===== src/design/batch_exchange_sorter_top_defines.svh =====
// ---------------------------------------------------------------------------
// Batch exchange sorter assertion macros
// Shared concurrent assertion forms used by the sorter's top level.
// ---------------------------------------------------------------------------
`ifndef BATCH_EXCHANGE_SORTER_TOP_DEFINES_SVH
`define BATCH_EXCHANGE_SORTER_TOP_DEFINES_SVH

// Same-cycle implication, checked outside reset.
`define BES_ASSERT_IMP(label, ante, cons) \
    label: assert property (@(posedge clk) disable iff (!rst_n) (ante) |-> (cons)) \
        else $error("sorter assertion failed: same-cycle check");

// Next-cycle implication, checked outside reset.
`define BES_ASSERT_NEXT(label, ante, cons) \
    label: assert property (@(posedge clk) disable iff (!rst_n) (ante) |=> (cons)) \
        else $error("sorter assertion failed: next-cycle check");

`endif


===== src/design/bes_pkg.sv =====
// ---------------------------------------------------------------------------
// Batch exchange sorter package
// Sizes, types and register codes shared by the sorter's files.
// ---------------------------------------------------------------------------
package bes_pkg;

    localparam int DEPTH       = 64;
    localparam int VALUE_WIDTH = 32;
    localparam int CNT_W       = $clog2(DEPTH + 1);
    localparam int APB_ADDR_W  = 3;
    localparam int APB_DATA_W  = 32;

    // Register index, taken from paddr[2] (byte address 4*i).
    localparam logic REG_DESCENDING = 1'b0;

    typedef logic signed [VALUE_WIDTH-1:0] value_t;
    typedef logic [CNT_W-1:0]              cnt_t;

    typedef struct packed {
        logic load;   // a new element is inserted this cycle
        logic shift;  // the row moves one place towards cell 0
        logic desc;   // descending order selected
    } cell_ctrl_t;

endpackage


===== src/design/bes_cell.sv =====
// ---------------------------------------------------------------------------
// Batch exchange sorter cell
// One slot of the sorted row: insert with shift-up, or shift down to unload.
// ---------------------------------------------------------------------------
module bes_cell
    import bes_pkg::*;
(
    input  logic       clk,
    input  logic       rst_n,
    input  cell_ctrl_t ctrl,
    input  value_t     sample,
    input  logic       left_take,
    input  value_t     left_value,
    input  logic       left_valid,
    input  value_t     right_value,
    input  logic       right_valid,
    output logic       take,
    output value_t     value,
    output logic       valid
);

    value_t value_reg;
    value_t value_next;
    logic   valid_reg;
    logic   valid_next;

    // The new element belongs at or before this slot.
    assign take = !valid_reg || (ctrl.desc ? (sample > value_reg) : (sample < value_reg));

    always_comb
    begin
        value_next = value_reg;
        valid_next = valid_reg;
        if (ctrl.load && take)
        begin
            if (left_take)
            begin
                value_next = left_value;
                valid_next = left_valid;
            end
            else
            begin
                value_next = sample;
                valid_next = 1'b1;
            end
        end
        else if (ctrl.shift)
        begin
            value_next = right_value;
            valid_next = right_valid;
        end
    end

    always_ff @(posedge clk)
    begin
        value_reg <= value_next;
    end

    always_ff @(posedge clk or negedge rst_n)
    begin
        if (!rst_n)
            valid_reg <= 1'b0;
        else
            valid_reg <= valid_next;
    end

    assign value = value_reg;
    assign valid = valid_reg;

endmodule


===== config.mk =====
export PLATFORM = sky130hd
export DESIGN_NAME = bes_cell
export DESIGN_NICKNAME = d
export VERILOG_FILES = /design/src/design/batch_exchange_sorter_top_defines.svh /design/src/design/bes_pkg.sv /design/src/design/bes_cell.sv
export SDC_FILE = /design/constraint.sdc
export NUM_CORES = 1
export LEC_CHECK = 0
export BUFFER_PORTS_ARGS = -buffer_cell sky130_fd_sc_hd__buf_2
export CAP_MARGIN = 15
export CORE_MARGIN = 8
export CORE_UTILIZATION = 42
export CTS_CLUSTER_SIZE = 28
export DETAILED_ROUTE_END_ITERATION = 8
export GPL_ROUTABILITY_DRIVEN = 0
export MAX_ROUTING_LAYER = met4
export PLACE_DENSITY = 0.84
export SETUP_SLACK_MARGIN = 0.15
export SYNTH_ARGS = -nofsm -noshare
export SYNTH_HDL_FRONTEND = slang
export SYNTH_SLANG_ARGS = --single-unit

===== constraint.sdc =====
create_clock -name clk -period 3.3 [get_ports clk]
set_input_delay 0.495 -clock clk [delete_from_list [all_inputs] [get_ports clk]]
set_output_delay 0.495 -clock clk [all_outputs]
set_load 0.01 [all_outputs]

==> metrics.md <==
| Metric | Value |
|---|---|
| TritonCTS clock tree | yes |
| RR Startpoint | value[15] |
| Antenna violations before repair | 1 |
| Vias in the first global route | 2649 |
| Final Max Slew Viols | 0 |
| Wire per inst | 16.95 um |
| Drt drc | 0 |
| Synth warn | 0 |
| TritonCTS Buffers | 5 |
| Clk pwr share | 0.204 |
| Syn Area/Cell | 12.11 um^2 |
| Crit path largest cell delay | 380 ps |
| Crit. path cell count | 11 |
| Design Area, Final | 3794 um^2 |
| Crit-path leading delay family | compound AO/OA/AOI/OAI gates |
| Hold Crit Class | in2reg |
| Syn nets | 366 |
| Number of flip-flops in the largest register | 32 |
| Via count | 2327 |
| Post-synth EDFFs | 32 |
| FF-to-FF End | value[31] |
| Max-Cap Viols | 0 |
| Largest cells by area after synthesis | edfxtp_1 (35%), mux2_4 (15%), ha_1 (14%) |
| Ys flop type | edfxtp_1 |
| First-pass GRT wire length | 12.12 mm |
| RSZ-0062 raised after global routing | yes |
| Root Buffer | clkbuf_8 |
| Crit path max-delay cell type | edfxtp_1 |
| Fin crit period | 3072 ps |
| Worst Path Required | 3330 ps |
| Comb pwr share | 0.417 |
| Cell internal pwr | 1048 uW |
| FF+latch count, synth | 33 |
| Core Region | 6386 um^2 |
| Pwr per Cell Area | 405.4 nW/um^2 |
| VDD IR-drop max | 0.2849 mV |
| Worst Skew | 7.971 ps |
| TNS Setup | 0 ps |
| GRT met2 Usage | 0.2866 |
| Die height | 97.44 um |
| Clock sinks | 33 |
| Buffers on Ports | 137 |
| Final setup viols | 0 |
| DRT Pass-1 Iters | 4 |
| Clock latency on the worst-skew pair | 280 ps |
| Final Hold Fails | 0 |
| Final setup margin | 227.7 ps |
| DR vias/cell | 5.114 |
| DPL Wire Length | 6.567 mm |
| Synth area leader | edfxtp_1 |
| Leakage power | 0.001914 uW |
| Total power | 1538 uW |
| Final period util | 0.9310 |
| Sequential share of the synthesized area | 0.3540 |
| Grt total ovfl | 0 |
| Netlist cell types | 34 |
| Worst setup path class | reg2reg |
| Post-DP Area | 3616 um^2 |
| Max Fclk | 325.5 MHz |
| R2R depth | 11 |
| All-Layer GR Usage | 0.1583 |
| Post-DRT Antenna Nets | 0 |
| Syn Inst Count | 230 |
| Post-synth top cells | inv_1 (35), mux2_2 (35), edfxtp_1 (32), ha_1 (32), mux2_4 (28) |
| WP data arrival | 3100 ps |
| Outcome | finished clean |
| Net Sw Frac | 0.3188 |
| M3 GR Usage | 0.05121 |
| Crit path from | value[15] |
| Layout cells sized above 1 | 0.5968 |
| CP Capture Type | flip-flop |
| DIE AREA | 9494 um^2 |
| Share of power burned in registers | 0.379 |
| # nets final | 512 |
| Worst-path clk slew | 70 ps |
| Worst Path Buf+Inv | 3 |
| R2r setup slk | 230 ps |
| Hold EP | value[6] |
| CTS H-tree lvls | 2 |
| Die extent in x | 97.44 um |
| Worst setup SP type | flip-flop |
| Crit-path max FO | 17 |
| Psw | 490.2 uW |
| Synthesized cell area | 2785 um^2 |
| Synth async-reset ratio | 0.03030 |
| Std cell rows | 29 |
| I/O pin total | 138 |
| 1st-iter DRT viols | 47 |
| Hold Crit Start | right_value[6] |
| Starting Density | 0.4361 |
| Worst Hold Depth | 2 |
| Clock tree buffer depth | 2 |
| Crit path cell chain | inv_1, ha_1, nand4_4, nor4_4, a21boi_2, o31ai_4, a21o_1, a311oi_4, buf_4, buf_12, mux2_2 |
| M1 GR Usage | 0.1554 |
| Largest net degree at the start of global routing | 35 |
| Max_slew headroom | 0.4778 |
| Area share of the leading cell type in the synthesized netlist | 0.3450 |
| P&R area growth vs syn | 36.21% |
| Routed WL | 7.710 mm |
| GR peak layer | met2 |
| Worst-margin pin slew | 783.3 ps |
| Place WS | 12.44 ps |
-- power by group through the flow --
| stage | combinational, uW | clock (uW) | sequential [uW] |
|---|---|---|---|
| after detailed placement | 621 | 0 | 592 |
| after global routing | 705 | 341 | 592 |
| after floorplan | 353 | 0 | 620 |
| after global placement | 597 | 0 | 588 |
| after CTS | 629 | 324 | 584 |
| final | 641 | 314 | 583 |
-- worst max path at each step --
stage	to	slack, ps
final	value[31]	230
after global routing	take	130
after CTS	value[3]	140
after detailed placement	value[4]	10
after global placement	value[31]	50
after floorplan	value[0]	210
-- kinds of logic (layout without fill, tap and decap cells) --
kind of cell / count (synthesis) / count (layout) / synth area share
mux: 65 / 65 / 0.2996
fa+ha+maj: 32 / 32 / 0.1438
simple gates: 28 / 28 / 0.05750
flops: 33 / 33 / 0.3540
compound gates: 30 / 30 / 0.08042
buf+inv: 42 / 189 / 0.06469
other cells: 0 / 1 / 0
-- per-layer routing --
layer  part of all wire  routed length [um]
met5                  0                   0
met3              0.070                 536
met4              0.013                 104
met2               0.54                4140
met1               0.38                2928
-- cell usage in the layout, fill, tap and decap left out, drive strengths merged, types with 3 or more instances in the layout --
master and count:
a21o 4, inv 35, nor2 3, mux2 63, o21ai 4, nand3 4
nand2 7, edfxtp 32, buf 145, ha 32, a21oi 12, nand4 5
clkbuf 7
-- through the flow --
stage | std cells | util | hold WS, ps
after floorplan | 230 | - | 199.4
after global placement | 443 | 0.5662 | 269.5
after detailed placement | 443 | 0.5662 | 275.0
after CTS | 452 | 0.5844 | 502.3
after global routing | 455 | 0.5940 | 503.4
final | 455 | 0.5940 | 509.8
-- layout make-up --
type | instances | area (um^2)
diodes | 1 | 2.502
clock buffers | 7 | 86.33
clock inverters | 1 | 7.507
fillers | 529 | 2592
inverters | 35 | 131.4
multi-input cells | 155 | 1678
flip-flops and latches | 33 | 985.9
well taps | 77 | 96.34
repair buffers | 146 | 805.8
-- timing repair --
action | in CTS | in global routing
hold endpoints to repair | 1 | 0
setup buffers | 0 | 2
resized for setup | 1 | 6
setup endpoints to repair | 1 | 65
pin swaps | 0 | 3
hold buffers | 1 | 0
(Power assumes the default switching activity.)
